### src/sv/ir_record_stream_parser_core_assert.svh
// ----------------------------------------------------------------------------
// ir record stream parser assertion macros
// shared property wrappers for the parser core checks
// ----------------------------------------------------------------------------
`ifndef IR_RECORD_STREAM_PARSER_CORE_ASSERT_SVH
`define IR_RECORD_STREAM_PARSER_CORE_ASSERT_SVH

// same-cycle implication, off during reset
`define IRSP_ASSERT_NOW(lbl, ante, cons, msg) \
   lbl: assert property (@(posedge clock) disable iff (reset) (ante) |-> (cons)) \
      else $error(msg);

// next-cycle implication, off during reset
`define IRSP_ASSERT_NEXT(lbl, ante, cons, msg) \
   lbl: assert property (@(posedge clock) disable iff (reset) (ante) |=> (cons)) \
      else $error(msg);

// condition that must hold on the cycle after reset
`define IRSP_ASSERT_AFTER_RESET(lbl, cons, msg) \
   lbl: assert property (@(posedge clock) reset |=> (cons)) \
      else $error(msg);

`endif

### src/sv/irsp_pkg.sv
`timescale 1ns / 1ps
// ----------------------------------------------------------------------------
// irsp_pkg
// types and constants shared by the ir record stream parser core
// ----------------------------------------------------------------------------
package irsp_pkg;

   localparam int TOK_DEPTH = 2;
   localparam int TOK_PTR_W = $clog2(TOK_DEPTH);
   localparam int TOK_CNT_W = $clog2(TOK_DEPTH + 1);
   localparam int RSP_DEPTH = 2;
   localparam int RSP_PTR_W = $clog2(RSP_DEPTH);
   localparam int RSP_CNT_W = $clog2(RSP_DEPTH + 1);

   localparam logic [2:0]  FIELD_LAST     = 3'd7;
   localparam logic [2:0]  CONN_LAST      = 3'd3;
   localparam logic [3:0]  AOP_LIMIT      = 4'd8;
   localparam logic [7:0]  INDEX_MAX_BYTE = 8'hFF;
   localparam logic [15:0] INDEX_WIDE     = 16'hFFFF;

   localparam logic [7:0] OPC_CREATE  = 8'd0;
   localparam logic [7:0] OPC_CONNECT = 8'd1;

   localparam logic [3:0] KIND_HDR_NS_CHAR   = 4'd0;
   localparam logic [3:0] KIND_HDR_NAME_CHAR = 4'd1;
   localparam logic [3:0] KIND_HDR_ID        = 4'd2;
   localparam logic [3:0] KIND_CHD_NS_CHAR   = 4'd3;
   localparam logic [3:0] KIND_CHD_NAME_CHAR = 4'd4;
   localparam logic [3:0] KIND_CHD_ID        = 4'd5;
   localparam logic [3:0] KIND_COORDS        = 4'd6;
   localparam logic [3:0] KIND_CONNECTION    = 4'd7;
   localparam logic [3:0] KIND_ERROR         = 4'd8;

   localparam logic [7:0] ERR_NS_TRUNC     = 8'd0;
   localparam logic [7:0] ERR_NAME_TRUNC   = 8'd1;
   localparam logic [7:0] ERR_TIME_TRUNC   = 8'd2;
   localparam logic [7:0] ERR_CREATE_SHORT = 8'd3;
   localparam logic [7:0] ERR_COORD_TRUNC  = 8'd4;
   localparam logic [7:0] ERR_CONN_TRUNC   = 8'd5;
   localparam logic [7:0] ERR_BAD_OPCODE   = 8'd6;

   typedef enum logic [3:0] {
      PH_H_NS   = 4'd0,
      PH_H_NAME = 4'd1,
      PH_H_TIME = 4'd2,
      PH_OPCODE = 4'd3,
      PH_C_NS   = 4'd4,
      PH_C_NAME = 4'd5,
      PH_C_TIME = 4'd6,
      PH_COORDS = 4'd7,
      PH_CONN   = 4'd8
   } phase_type;

   typedef struct packed {
      logic [7:0] data_byte;
      logic       end_of_data;
   } req_type;

   typedef struct packed {
      logic [7:0] data_byte;
      logic       end_of_data;
      logic       is_zero;
      logic       is_one;
   } tok_type;

   typedef struct packed {
      logic [3:0]         kind;
      logic [7:0]         byte_value;
      logic [63:0]        creation_seconds;
      logic signed [15:0] left_edge;
      logic signed [15:0] right_edge;
      logic signed [15:0] top_edge;
      logic signed [15:0] bottom_edge;
      logic [15:0]        source_function;
      logic [7:0]         source_argument;
      logic [15:0]        target_function;
      logic [7:0]         target_argument;
      logic               stream_done;
   } rsp_type;

endpackage

### src/sv/ir_record_stream_parser_core.sv
`timescale 1ns / 1ps
// ----------------------------------------------------------------------------
// ir_record_stream_parser_core
// byte-serial parser for a serialized function ir stream
// ----------------------------------------------------------------------------
// Takes one stream byte per cycle unless the output stalls, and gives at most
// one result per byte. An accepted byte is registered in the token queue,
// parsed in the back part when the result queue has room, and its result is
// queued for popping. The rate is set by the back part's parse step; a
// two-entry token queue sits between the byte front end and the parser, and a
// two-entry result queue on the output lets either side stall on its own.
// ----------------------------------------------------------------------------
module ir_record_stream_parser_core (
   input  logic              clock,
   input  logic              reset,
   input  logic              req_push,
   output logic              req_full,
   input  irsp_pkg::req_type req_data,
   output logic              rsp_empty,
   input  logic              rsp_pop,
   output irsp_pkg::rsp_type rsp_data
);
   import irsp_pkg::*;

   `include "ir_record_stream_parser_core_assert.svh"

   logic    tok_valid;
   logic    tok_pop;
   tok_type tok_data;
   logic    trunc_err;

   irsp_front u_front (
      .clock     (clock),
      .reset     (reset),
      .req_push  (req_push),
      .req_full  (req_full),
      .req_data  (req_data),
      .tok_valid (tok_valid),
      .tok_data  (tok_data),
      .tok_pop   (tok_pop)
   );

   irsp_back u_back (
      .clock     (clock),
      .reset     (reset),
      .tok_valid (tok_valid),
      .tok_data  (tok_data),
      .tok_pop   (tok_pop),
      .rsp_empty (rsp_empty),
      .rsp_pop   (rsp_pop),
      .rsp_data  (rsp_data)
   );

   // truncation error on the output beat
   assign trunc_err = !rsp_empty && (rsp_data.kind == KIND_ERROR) &&
                      (rsp_data.byte_value != ERR_BAD_OPCODE);

   `IRSP_ASSERT_NOW(a_pop_needs_token, tok_pop, tok_valid, "parser took a beat from an empty queue")
   `IRSP_ASSERT_NEXT(a_push_lands, req_push && !req_full, tok_valid, "accepted beat not queued")
   `IRSP_ASSERT_NOW(a_trunc_final, trunc_err, rsp_data.stream_done, "truncation error not final")
   `IRSP_ASSERT_AFTER_RESET(a_reset, rsp_empty && !req_full && !tok_valid, "not empty after reset")

endmodule

### src/sv/irsp_front.sv
`timescale 1ns / 1ps
// ----------------------------------------------------------------------------
// irsp_front
// accepts stream bytes, tags them and holds them in a short token queue
// ----------------------------------------------------------------------------
module irsp_front (
   input  logic             clock,
   input  logic             reset,
   input  logic             req_push,
   output logic             req_full,
   input  irsp_pkg::req_type req_data,
   output logic             tok_valid,
   output irsp_pkg::tok_type tok_data,
   input  logic             tok_pop
);
   import irsp_pkg::*;

   tok_type              q_ff [TOK_DEPTH];
   logic [TOK_PTR_W-1:0] wr_ptr_ff, wr_ptr_in;
   logic [TOK_PTR_W-1:0] rd_ptr_ff, rd_ptr_in;
   logic [TOK_CNT_W-1:0] cnt_ff, cnt_in;
   logic                 push_fire;
   tok_type              tok_in;

   assign req_full  = (cnt_ff == TOK_CNT_W'(TOK_DEPTH));
   assign push_fire = req_push && !req_full;
   assign tok_valid = (cnt_ff != '0);
   assign tok_data  = q_ff[rd_ptr_ff];

   // classify the incoming beat
   always_comb begin
      tok_in.data_byte   = req_data.data_byte;
      tok_in.end_of_data = req_data.end_of_data;
      tok_in.is_zero     = (req_data.data_byte == OPC_CREATE);
      tok_in.is_one      = (req_data.data_byte == OPC_CONNECT);
   end

   always_comb begin
      wr_ptr_in = push_fire ? wr_ptr_ff + TOK_PTR_W'(1) : wr_ptr_ff;
      rd_ptr_in = tok_pop ? rd_ptr_ff + TOK_PTR_W'(1) : rd_ptr_ff;
      cnt_in    = cnt_ff + TOK_CNT_W'(push_fire) - TOK_CNT_W'(tok_pop);
   end

   always_ff @(posedge clock) begin
      if (reset) begin
         wr_ptr_ff <= '0;
         rd_ptr_ff <= '0;
         cnt_ff    <= '0;
      end else begin
         wr_ptr_ff <= wr_ptr_in;
         rd_ptr_ff <= rd_ptr_in;
         cnt_ff    <= cnt_in;
      end
   end

   always_ff @(posedge clock) begin
      if (push_fire) begin
         q_ff[wr_ptr_ff] <= tok_in;
      end
   end

endmodule

### src/sv/irsp_back.sv
`timescale 1ns / 1ps
// ----------------------------------------------------------------------------
// irsp_back
// runs the record parser on tagged bytes and queues the results
// ----------------------------------------------------------------------------
module irsp_back (
   input  logic              clock,
   input  logic              reset,
   input  logic              tok_valid,
   input  irsp_pkg::tok_type tok_data,
   output logic              tok_pop,
   output logic              rsp_empty,
   input  logic              rsp_pop,
   output irsp_pkg::rsp_type rsp_data
);
   import irsp_pkg::*;

   phase_type   phase_ff, phase_in, cur_phase, step_phase;
   logic [2:0]  fcnt_ff, fcnt_in;
   logic [3:0]  aop_ff, aop_in, aop_step;
   logic [63:0] time_ff, time_in, time_shifted;
   logic [63:0] coord_ff, coord_in, coord_shifted;
   logic [23:0] conn_ff, conn_in, conn_shifted;
   logic        err_ff, err_in;
   logic        fire, active, is_end;
   logic        res_valid;
   rsp_type     res;

   rsp_type              q_ff [RSP_DEPTH];
   logic [RSP_PTR_W-1:0] wr_ptr_ff, wr_ptr_in;
   logic [RSP_PTR_W-1:0] rd_ptr_ff, rd_ptr_in;
   logic [RSP_CNT_W-1:0] cnt_ff, cnt_in;
   logic                 push_fire, pop_fire;

   function automatic logic [15:0] widen_index(input logic [7:0] b);
      return (b == INDEX_MAX_BYTE) ? INDEX_WIDE : {8'h00, b};
   endfunction

   assign fire    = tok_valid && ((cnt_ff < RSP_CNT_W'(RSP_DEPTH)) || rsp_pop);
   assign tok_pop = fire;
   assign active  = fire && !err_ff;
   assign is_end  = tok_data.end_of_data;

   assign time_shifted  = {time_ff[55:0], tok_data.data_byte};
   assign coord_shifted = {coord_ff[55:0], tok_data.data_byte};
   assign conn_shifted  = {conn_ff[15:0], tok_data.data_byte};

   // next state
   always_comb begin
      cur_phase = phase_ff;
      if (!(phase_ff inside {[PH_H_NS:PH_CONN]})) begin
         cur_phase = PH_H_NS;
      end
      step_phase = cur_phase;
      case (cur_phase)
         PH_H_NS:   if (tok_data.is_zero) step_phase = PH_H_NAME;
         PH_H_NAME: if (tok_data.is_zero) step_phase = PH_H_TIME;
         PH_C_NS:   if (tok_data.is_zero) step_phase = PH_C_NAME;
         PH_C_NAME: if (tok_data.is_zero) step_phase = PH_C_TIME;
         PH_H_TIME: if (fcnt_ff == FIELD_LAST) step_phase = PH_OPCODE;
         PH_C_TIME: if (fcnt_ff == FIELD_LAST) step_phase = PH_COORDS;
         PH_OPCODE: begin
            if (tok_data.is_zero) begin
               step_phase = PH_C_NS;
            end else if (tok_data.is_one) begin
               step_phase = PH_CONN;
            end
         end
         PH_COORDS: if (fcnt_ff == FIELD_LAST) step_phase = PH_OPCODE;
         PH_CONN:   if (fcnt_ff >= CONN_LAST) step_phase = PH_OPCODE;
         default:   step_phase = PH_H_NS;
      endcase
      phase_in = phase_ff;
      if (fire) begin
         if (is_end) begin
            phase_in = PH_H_NS;
         end else if (!err_ff) begin
            phase_in = step_phase;
         end
      end
   end

   // byte count since the opcode, saturating
   always_comb begin
      if (cur_phase == PH_OPCODE) begin
         aop_step = '0;
      end else if (cur_phase inside {[PH_C_NS:PH_CONN]} && aop_ff < AOP_LIMIT) begin
         aop_step = aop_ff + 4'd1;
      end else begin
         aop_step = aop_ff;
      end
   end

   // field assembly
   always_comb begin
      fcnt_in  = fcnt_ff;
      aop_in   = aop_ff;
      time_in  = time_ff;
      coord_in = coord_ff;
      conn_in  = conn_ff;
      err_in   = err_ff;
      if (active) begin
         aop_in = aop_step;
         case (cur_phase)
            PH_H_NS, PH_H_NAME, PH_C_NS, PH_C_NAME: begin
               if (tok_data.is_zero) begin
                  fcnt_in = '0;
                  time_in = '0;
               end
            end
            PH_H_TIME, PH_C_TIME: begin
               time_in = time_shifted;
               if (fcnt_ff == FIELD_LAST) begin
                  fcnt_in  = '0;
                  coord_in = '0;
               end else begin
                  fcnt_in = fcnt_ff + 3'd1;
               end
            end
            PH_OPCODE: begin
               fcnt_in = '0;
               if (tok_data.is_one) begin
                  conn_in = '0;
               end else if (!tok_data.is_zero) begin
                  err_in = 1'b1;
               end
            end
            PH_COORDS: begin
               coord_in = coord_shifted;
               fcnt_in  = (fcnt_ff == FIELD_LAST) ? 3'd0 : fcnt_ff + 3'd1;
            end
            PH_CONN: begin
               if (fcnt_ff >= CONN_LAST) begin
                  fcnt_in = '0;
               end else begin
                  conn_in = conn_shifted;
                  fcnt_in = fcnt_ff + 3'd1;
               end
            end
            default: fcnt_in = fcnt_ff;
         endcase
      end
      if (fire && is_end) begin
         fcnt_in  = '0;
         aop_in   = '0;
         time_in  = '0;
         coord_in = '0;
         conn_in  = '0;
         err_in   = 1'b0;
      end
   end

   // result
   always_comb begin
      res       = '0;
      res_valid = 1'b0;
      if (active) begin
         case (cur_phase)
            PH_H_NS, PH_H_NAME, PH_C_NS, PH_C_NAME: begin
               if (!tok_data.is_zero) begin
                  case (cur_phase)
                     PH_H_NS:   res.kind = KIND_HDR_NS_CHAR;
                     PH_H_NAME: res.kind = KIND_HDR_NAME_CHAR;
                     PH_C_NS:   res.kind = KIND_CHD_NS_CHAR;
                     default:   res.kind = KIND_CHD_NAME_CHAR;
                  endcase
                  res.byte_value = tok_data.data_byte;
                  res_valid      = 1'b1;
               end
            end
            PH_H_TIME, PH_C_TIME: begin
               if (fcnt_ff == FIELD_LAST) begin
                  res.kind             = (cur_phase == PH_C_TIME) ? KIND_CHD_ID : KIND_HDR_ID;
                  res.creation_seconds = time_shifted;
                  res_valid            = 1'b1;
               end
            end
            PH_OPCODE: begin
               if (!tok_data.is_zero && !tok_data.is_one) begin
                  res.kind       = KIND_ERROR;
                  res.byte_value = ERR_BAD_OPCODE;
                  res_valid      = 1'b1;
               end
            end
            PH_COORDS: begin
               if (fcnt_ff == FIELD_LAST) begin
                  res.kind        = KIND_COORDS;
                  res.left_edge   = coord_shifted[63:48];
                  res.right_edge  = coord_shifted[47:32];
                  res.top_edge    = coord_shifted[31:16];
                  res.bottom_edge = coord_shifted[15:0];
                  res_valid       = 1'b1;
               end
            end
            PH_CONN: begin
               if (fcnt_ff >= CONN_LAST) begin
                  res.kind            = KIND_CONNECTION;
                  res.source_function = widen_index(conn_ff[23:16]);
                  res.source_argument = conn_ff[15:8];
                  res.target_function = widen_index(conn_ff[7:0]);
                  res.target_argument = tok_data.data_byte;
                  res_valid           = 1'b1;
               end
            end
            default: res_valid = 1'b0;
         endcase
         if (is_end) begin
            // truncated field replaces whatever this beat gave
            if (step_phase != PH_OPCODE) begin
               res       = '0;
               res.kind  = KIND_ERROR;
               res_valid = 1'b1;
               if (step_phase inside {[PH_C_NS:PH_C_TIME]} && aop_step < AOP_LIMIT) begin
                  res.byte_value = ERR_CREATE_SHORT;
               end else begin
                  case (step_phase)
                     PH_H_NS, PH_C_NS:     res.byte_value = ERR_NS_TRUNC;
                     PH_H_NAME, PH_C_NAME: res.byte_value = ERR_NAME_TRUNC;
                     PH_H_TIME, PH_C_TIME: res.byte_value = ERR_TIME_TRUNC;
                     PH_COORDS:            res.byte_value = ERR_COORD_TRUNC;
                     default:              res.byte_value = ERR_CONN_TRUNC;
                  endcase
               end
            end
            res.stream_done = 1'b1;
         end
      end
   end

   always_ff @(posedge clock) begin
      if (reset) begin
         phase_ff <= PH_H_NS;
         fcnt_ff  <= '0;
         aop_ff   <= '0;
         time_ff  <= '0;
         coord_ff <= '0;
         conn_ff  <= '0;
         err_ff   <= 1'b0;
      end else begin
         phase_ff <= phase_in;
         fcnt_ff  <= fcnt_in;
         aop_ff   <= aop_in;
         time_ff  <= time_in;
         coord_ff <= coord_in;
         conn_ff  <= conn_in;
         err_ff   <= err_in;
      end
   end

   // result queue
   assign push_fire = fire && res_valid;
   assign pop_fire  = rsp_pop && !rsp_empty;
   assign rsp_empty = (cnt_ff == '0);
   assign rsp_data  = q_ff[rd_ptr_ff];

   always_comb begin
      wr_ptr_in = push_fire ? wr_ptr_ff + RSP_PTR_W'(1) : wr_ptr_ff;
      rd_ptr_in = pop_fire ? rd_ptr_ff + RSP_PTR_W'(1) : rd_ptr_ff;
      cnt_in    = cnt_ff + RSP_CNT_W'(push_fire) - RSP_CNT_W'(pop_fire);
   end

   always_ff @(posedge clock) begin
      if (reset) begin
         wr_ptr_ff <= '0;
         rd_ptr_ff <= '0;
         cnt_ff    <= '0;
      end else begin
         wr_ptr_ff <= wr_ptr_in;
         rd_ptr_ff <= rd_ptr_in;
         cnt_ff    <= cnt_in;
      end
   end

   always_ff @(posedge clock) begin
      if (push_fire) begin
         q_ff[wr_ptr_ff] <= res;
      end
   end

endmodule
### config.mk
export PLATFORM = sky130hd
export DESIGN_NAME = ir_record_stream_parser_core
export DESIGN_NICKNAME = d
export VERILOG_FILES = /design/src/sv/irsp_pkg.sv /design/src/sv/ir_record_stream_parser_core.sv /design/src/sv/irsp_front.sv /design/src/sv/irsp_back.sv
export VERILOG_INCLUDE_DIRS = /design/src /design/src/sv
export SDC_FILE = /design/constraint.sdc
export NUM_CORES = 1
export LEC_CHECK = 0
export BUFFER_PORTS_ARGS = -buffer_cell sky130_fd_sc_hd__buf_2
export CORE_MARGIN = 2
export CORE_UTILIZATION = 34
export CTS_CLUSTER_DIAMETER = 60
export CTS_CLUSTER_SIZE = 40
export DETAILED_ROUTE_END_ITERATION = 8
export GPL_ROUTABILITY_DRIVEN = 0
export HOLD_SLACK_MARGIN = 0.05
export SKIP_CTS_REPAIR_TIMING = 1
export SYNTH_ARGS = -nofsm -noshare
export SYNTH_HDL_FRONTEND = slang
export SYNTH_SLANG_ARGS = --single-unit
### constraint.sdc
create_clock -name clock -period 13.5 [get_ports clock]
set_input_delay 1.35 -clock clock [delete_from_list [all_inputs] [get_ports clock]]
set_output_delay 1.35 -clock clock [all_outputs]
set_load 0.01 [all_outputs]
-- Word-level counts from Yosys, hierarchy flattened
Memories as Yosys holds them, arrays and structs flattened. A register that Yosys moved wholly into a read port is not among the register bits.
Index checks and enable logic that the tools add are counted.
Widths: inputs -> output; s select.
- muxes and demuxes: 64
- eq/ne operators: 25
- reductions and logical operators: 41
- add/sub/neg operators: 10
- bitwise operators: 2
- order comparisons: 10
- operators with widths (kind ; number):
    $mux 189 ; 3
    $mux 64 ; 4
    $pmux 56 s2 ; 2
    $mux 56 ; 2
    $mux 48 ; 2
    $mux 4 ; 15
    $mux 24 ; 2
    $pmux 24 s2 ; 1
    $eq 4x3->1 const B ; 8
    $mux 16 ; 2
    $pmux 4 s8 ; 1
    $mux 12 ; 2
    $pmux 3 s4 ; 2
    $pmux 4 s5 ; 1
    $mux 3 ; 6
    $eq 8x8->1 const B ; 2
    $pmux 8 s2 ; 1
    $mux 1 ; 15
    $eq 4x2->1 const B ; 3
    $logic_and 1x1->1 ; 12
    $reduce_or 2->1 ; 6
    $pmux 3 s3 ; 1
    $reduce_and 3->1 ; 3
    $eq 4x1->1 const B ; 2
    other kinds (33) ; 54
- word-level logic and storage cells: 167
- bits in writable memories: 400
- register bits after elaboration: 156
- output and inout port bits: 191
- input port bits: 13
- memories: 2
- memories (name ; words ; width ; rd ports ; clocked after memory_dff ; wr ports ; line ; source):
    u_back.q_ff ; 2 ; 189 ; 1 ; 1 ; 1 ; irsp_back.sv:29 ; rsp_type q_ff [RSP_DEPTH];
    u_front.q_ff ; 2 ; 11 ; 1 ; 1 ; 1 ; irsp_front.sv:18 ; tok_type q_ff [TOK_DEPTH];

-- Longest topological paths before layout
Gate-level depths: netlist of the first run.
- depth in word-level cells: 14
- gate-level depth with buffers: 12
- mapped depth without buffers: 12

-- Hierarchy
From an unflattened synthesis of the first run, not the netlist that was laid out.
- cells, all modules: 1472
- area, all modules: 20739.9 µm²
- modules (own cells, without submodules) (module ; cells an instance ; area each (µm²) ; seq. area each (µm²) ; instances):
    irsp_back ; 1407 ; 19696.4 ; 13573.0 ; 1
    irsp_front ; 65 ; 1043.5 ; 760.7 ; 1

-- Worst setup path after synthesis of the first run
No wires, ideal clock.
- path type: input port to flip-flop
- start: input rsp_pop
- end: memory u_back.q_ff[0][0] in the netlist's numbering, enable pin
- stages on the path: 6
- setup time: 0.734 ns
- data arrival time: 9.995 ns
- data required time: 12.766 ns
- buffers on the path: 2
- slack: 2.771 ns
- cell sequence: o22ai_1 or2_2 clkbuf_1 buf_2 a31oi_1 nor2b_1
- cells in the longest elaborated chain, start to end: 7
- ends and longest elaborated chain (item ; line ; source):
    start: declaration ; ir_record_stream_parser_core.sv:20 ; input logic rsp_pop,
    $logic_or 1x1->1 (*) ; irsp_back.sv:39 ; assign fire = tok_valid && ((cnt_ff < RSP_CNT_W'(RSP_DEPTH)) || rsp_pop);
    $logic_and 1x1->1 (*) ; irsp_back.sv:39 ;
    $logic_and 1x1->1 ; irsp_back.sv:41 ; assign active = fire && !err_ff;
    $mux 1 ; irsp_back.sv:157 ; if (active) begin
    $logic_and 1x1->1 (*) ; irsp_back.sv:251 ; assign push_fire = fire && res_valid;
    named net u_back.push_fire ; irsp_back.sv:33 ; logic push_fire, pop_fire;
    $mux 1 (*) ; irsp_back.sv:275 ; if (push_fire) begin
    $mux 1 (implied by the code) (*) ; irsp_back.sv:276 ; q_ff[wr_ptr_ff] <= res;
    end: declaration ; irsp_back.sv:29 ;
The timed path passes the listed nets; every way through them passes the cells marked *.

==> results.ini, run 1 <==
[outcome]
status = complete, no violations

[critical_path]
crit_path_start_kind = flop
setup.worst_path.end_class = flop
worstPathArrival_ns = 6.50
reg2reg_depth = 9
criticalPathCategory = reg2reg
crit_path_max_fanout = 74
required_ns = 13.68

[timing]
fin_tns_setup_ns = 0
rsz0062_at_grt = false
layout_min_cycle_time_ns = 6.32
finalCritPeriodShare_pct = 46.8
relSlewSlack_pct = 21.6
hold_viol = 0
worst_clock_skew_ns = 0.0220
setup_viol_count_final = 0
worst_slew_pin_slew_ns = 1.17
whs_ns = 0.479
slew_viol_final = 0
max_clock_freq_mhz = 158
setup_slack_ns = 7.18

[synth]
synth-compound-area-share_pct = 6.28
ys_async_sr_fraction_pct = 0
synthCells = 1518
synth_edf_count = 372
synth_xor_area_share_pct = 0.376
ys_seq_area_share_pct = 68.4
synthSimpleGateAreaFrac_pct = 11.6
synth-adder-area-share_pct = 0.477
muxShareOfSynthArea_pct = 10.1
ys_types = 57
ys_ff_latch = 530
netlist_area_sq_um = 21000
synth_nets = 1539
ys.flop_type = edfxtp_1
synth_top_family_by_area = simple AND/OR/NAND/NOR gates
ys_warn_count = 0
postSynthAreaPerCell_sq_um = 13.8

[placement]
dp_cells = 2423
portBuffers = 203
place_hpwl_mm = 30.1
place_ws_ns = 7.23
dpl_cell_area_sq_um = 22700

[global_routing]
grt_util_all_layers_pct = 14.8
grt_first_pass_wirelength_mm = 72.6
grt_antenna_before_repair = 4
grt_pass1_vias = 12158
gr-total-overflow = 0
grt_max_degree = 86

[final_layout]
fillers = 5745
layout-drive-gt1-share_pct = 31.1
final_common_cell = edfxtp_1
fin_util_pct = 38.9
finalInstanceArea_sq_um = 23900
final_cell_mix = 372 x edfxtp_1, 203 x buf_2, 185 x nor2_1
nets = 1691
fin_cells = 2486
syn2layout_area_growth_pct = 14.0

[cts]
cts_max_level = 2
clk_latency_ns = 0.57
clockBufferDepth = 3
clk_pin_slew_ns = 0.10
cts_sinks = 530
cts_buffers = 35
clockRootBuffer = clkbuf_16
cts_tree = yes

[floorplanning]
core_area_sq_um = 61400
die_w_um = 252
die_area_sq_um = 63700
dieHeight_um = 252
pin_count = 204
rows = 91
start_util_pct = 34.2

[power]
power.total_mw = 4.70
power_density_nw_per_um2 = 197
p_leak_nw = 8.37
ir_drop_uv = 91.5

[detailed_routing]
drt-initial-drc-count = 1178
wire_per_inst_um = 19.3
wirelength_mm = 47.9
drtPass1Iterations = 5
via_per_inst = 4.96
vias = 12324
ant_nets = 0
drcViolationCount = 0

[min_path]
hold_depth = 2
min_path_type = reg2reg

[run]
cap_violations = 0

-- where the power goes --
group | switching (mW) | internal [mW] | leakage, nW
combinational | 0.833 | 0.505 | 2.97
sequential | 0.0907 | 2.12 | 4.81
clock | 0.622 | 0.538 | 0.596
-- per-layer routing --
| metal | vias up | wire length, um | track usage [%] |
|---|---|---|---|
| met2 | 285 | 23300 | 24.7 |
| li1 | 5817 | - | - |
| met3 | 68 | 2550 | 3.30 |
| met1 | 6148 | 20900 | 19.3 |
| met5 | - | 28 | 0 |
| met4 | 6 | 1080 | 4.01 |
-- flip-flops by register name, summed over array words and instances, names as in the netlist, named ones only --
signal and count:
u_back.time_ff 56, u_back.wr_ptr_ff 1, u_front.cnt_ff 2, u_back.err_ff 1
u_back.fcnt_ff 3, u_back.q_ff 350, u_back.conn_ff 24, u_front.rd_ptr_ff 1
u_back.phase_ff 4, u_front.wr_ptr_ff 1, u_back.coord_ff 56, u_back.rd_ptr_ff 1
u_front.q_ff 22, u_back.cnt_ff 2, u_back.aop_ff 4
-- final timing paths --
check | from | end | slack, ns
max | flop | u_back.q_ff[0][102] | 7.18
max reg2reg | flop | u_back.q_ff[0][102] | 7.18
min reg2reg | u_back.conn_ff[21] | u_back.conn_ff[21] | 0.48
min | u_back.conn_ff[21] | u_back.conn_ff[21] | 0.48
-- cell families after synthesis --
kind of cell    count (synthesis)
flops                         530
mux                           190
fa+ha+maj                       8
compound gates                190
simple gates                  468
xor+xnor                        9
buf+inv                       123
-- cells in the mapped netlist, drive strengths merged, types with 2 or more instances --
library cell  count  area share (%)
a211oi            4            0.17
a21o              2           0.072
a21oi            54             1.3
a22oi           103             3.7
a31oi             6            0.18
and2            139             4.6
and3              5            0.17
buf              46             1.4
clkbuf           65             1.2
dfxtp           158              15
edfxtp          372              53
ha                8            0.48
inv              12            0.21
mux2            179             9.6
mux2i            11            0.53
nand2            42            0.76
nand2b            8            0.24
nand3            27            0.67
nand4             5            0.15
nor2            187             3.4
nor2b             7            0.21
nor3             36            0.94
nor4              2           0.060
o21ai             7            0.17
o22ai             2           0.060
o32ai             2            0.12
or3               5            0.15
xnor2             5            0.21
xor2              4            0.17
-- final cells by class --
cell class              count  area [sq um]  area share [%]
clock inverters            24           328            1.37
flip-flops and latches    530         14300            60.0
multi-input cells         865          6100            25.5
diodes                      1          2.50          0.0105
inverters                  12          45.0           0.189
repair buffers            226          1190            4.97
clock buffers              38           908            3.80
well taps                 790           988            4.14
-- critical path: stages (launching register included) --
cell and delay [ns]:
dfxtp_1 0.79, mux2i_1 0.93, o21ai_1 0.27, o311ai_4 0.17, nand3_2 0.17, a31o_4 0.30, a31oi_1 0.35, nor2b_4 1.00
buf_4 0.84, buf_4 0.95
No activity file was read; power rests on OpenSTA's default activity.
==> run 2: changes to the inputs <==
--- a/config.mk
+++ b/config.mk
@@ -6,6 +6,7 @@
 export SDC_FILE = /design/constraint.sdc
 export NUM_CORES = 1
 export LEC_CHECK = 0
+export ABC_AREA = 1
 export BUFFER_PORTS_ARGS = -buffer_cell sky130_fd_sc_hd__buf_2
 export CORE_MARGIN = 2
 export CORE_UTILIZATION = 34
==> constraint.sdc (replaced) <==
create_clock -name clock -period 5.7 [get_ports clock]
set_input_delay 0.57 -clock clock [delete_from_list [all_inputs] [get_ports clock]]
set_output_delay 0.57 -clock clock [all_outputs]
set_load 0.01 [all_outputs]
==> results.ini, run 2 <==
[final_layout]
largest_register = u_back.q_ff
final_common_cell = edfxtp_1
syn2layout_area_growth_pct = 14.2
antennaDiodeCount = 0
nets = 1962
final_cell_mix = 372 x edfxtp_1, 278 x nand2_1, 203 x buf_2
reg_top3 = u_back.q_ff (350), u_back.coord_ff (56), u_back.time_ff (56)
largest_reg_flops = 350
fillers = 6014
layout-drive-gt1-share_pct = 25.2

[timing]
whs_ns = 0.211
relSlewSlack_pct = 10.0
layout_min_cycle_time_ns = 3.47
worst_slew_pin_slew_ns = 1.34
setup_viol_count_final = 0
fin_tns_setup_ns = 0
finalCritPeriodShare_pct = 60.8
slew_viol_final = 0
rsz0062_at_grt = false
hold_viol = 0
max_clock_freq_mhz = 288
worst_clock_skew_ns = 0.0232

[synth]
ys_types = 36
synth_area_leaders = edfxtp_1 53%, dfxtp_1 15%, mux2_2 9.3%
synthCells = 1792
postSynthAreaPerCell_sq_um = 11.8
synth_nets = 1813
synthMostInstantiatedCell = edfxtp_1
ys_async_sr_fraction_pct = 0
synth_edf_count = 372
synth_top_area_cell = edfxtp_1
netlist_area_sq_um = 21200
ys_warn_count = 0
yosysTopAreaCellShare_pct = 52.7
ys_ff_latch = 530
ys_seq_area_share_pct = 67.6
ys_top_cells_by_count = 372 x edfxtp_1, 279 x nand2_1, 198 x nor2_1
ys.flop_type = edfxtp_1

[floorplanning]
rows = 91
die_area_sq_um = 64400
die_w_um = 254
pin_count = 204
start_util_pct = 34.4
core_area_sq_um = 61700
dieHeight_um = 254

[power]
ir_drop_uv = 255
intPower_mw = 7.68
swShare_pct = 32.8
p_clk_share_pct = 24.7
p_leak_nw = 8.11
power.share.sequential_pct = 46.5
p_switching_mw = 3.74
combPwrFrac_pct = 28.8
power_density_nw_per_um2 = 472

[global_routing]
grtUsageMet1_pct = 20.2
grt_pass1_vias = 12859
busiest_layer = met2
use_met2_pct = 23.9
grt_antenna_before_repair = 0
grt_max_degree = 99
grt.met3_usage_pct = 2.69
grt_first_pass_wirelength_mm = 73.9
gr-total-overflow = 0
grt_util_all_layers_pct = 14.8

[cts]
clockBufferDepth = 3
clk_latency_ns = 0.56
cts_max_level = 2
cts_buffers = 36
cts_sinks = 530
cts_tree = yes
clockRootBuffer = clkbuf_16
clk_pin_slew_ns = 0.09

[critical_path]
path_cells = clkinv_2 > nand2_1 > nor2_4 > nand2_1 > inv_1 > a21oi_1 > nand4_1 > nand2_1 > inv_1 > nand2_1 > inv_6 > buf_4
critPathMaxStageDelay_ns = 0.70
required_ns = 5.92
cpMostUsedCell = nand2_1
crit_path_max_fanout = 95
crit_path_start_kind = flop
crit_slowest_cell = inv_6
setup.worst_path.end_class = flop
criticalPathCategory = reg2reg
worstPathArrival_ns = 3.69

[detailed_routing]
drtPass1Iterations = 7
drt-initial-drc-count = 1148
drcViolationCount = 0
wire_per_inst_um = 17.4
vias = 13295
ant_nets = 0
via_per_inst = 4.74
wirelength_mm = 48.7

[run]
cap_violations = 0

[placement]
place_hpwl_mm = 31.6
portBuffers = 203

[min_path]
min_path_type = in2reg

[outcome]
status = complete, no violations

[run 2: final cells by class]
type                    instances  area, sq um  area share [%]
multi-input cells            1011         5790            23.9
inverters                     139          531            2.19
flip-flops and latches        530        14300            59.2
clock inverters                21          283            1.17
well taps                     837         1050            4.33
clock buffers                  43         1010            4.18
repair buffers                223         1220            5.02
[run 2: worst max-delay path, delay by kind of cell, from the launching register on]
family,cells,cell delay [ns]
buffers and inverters,5,1.62
DFF,1,0.42
and+or+nand+nor,6,0.99
AOI/OAI and AO/OA,1,0.06
[run 2: stage by stage]
step           setup WS (ns)  instance area [sq um]  power (mW)  cells  utilization [%]
3_3_place_gp            2.24                  22900        8.73   2740             37.1
6_report                2.23                  24200        11.4   2804             39.2
4_1_cts                 2.20                  24200        11.6   2804             39.2
5_1_grt                 1.91                  24200        12.0   2804             39.2
3_5_place_dp            2.21                  22900        8.77   2740             37.1
2_1_floorplan          0.286                  21200        7.44   1792                -
[run 2: kinds of logic after synthesis]
kind of cell    Yosys count  synth area share (%)
compound gates          218                  5.41
xor+xnor                  2                0.0826
fa+ha+maj                 8                 0.472
buf+inv                 251                  5.22
flops                   530                  67.6
mux                     175                  9.29
simple gates            608                  11.9
[run 2: routing by layer]
metal,up-vias,wire length [um]
met1,6504,22300
met3,59,2300
li1,6429,-
met5,-,0
met2,303,22800
met4,0,1280
[run 2: worst paths after layout]
path                            cells past startpoint  slack [ns]                  end               start
worst max-delay path                               12        2.23  u_back.q_ff[1][166]  u_back.phase_ff[2]
worst min-delay path                                1        0.21   u_front.q_ff[1][9]         req_data[7]
worst max register to register                     12        2.23  u_back.q_ff[1][166]  u_back.phase_ff[2]
worst min register to register                      1        0.45                 flop    u_back.rd_ptr_ff
[run 2: power groups by stage]
stage                     Combinational [mW]  Sequential (mW)  Clock [mW]
after floorplan                         2.03             5.41           0
after global placement                  3.36             5.37           0
after detailed placement                3.36             5.41           0
after CTS                               3.38             5.33        2.90
after global routing                    3.57             5.40        3.04
final                                   3.29             5.31        2.82
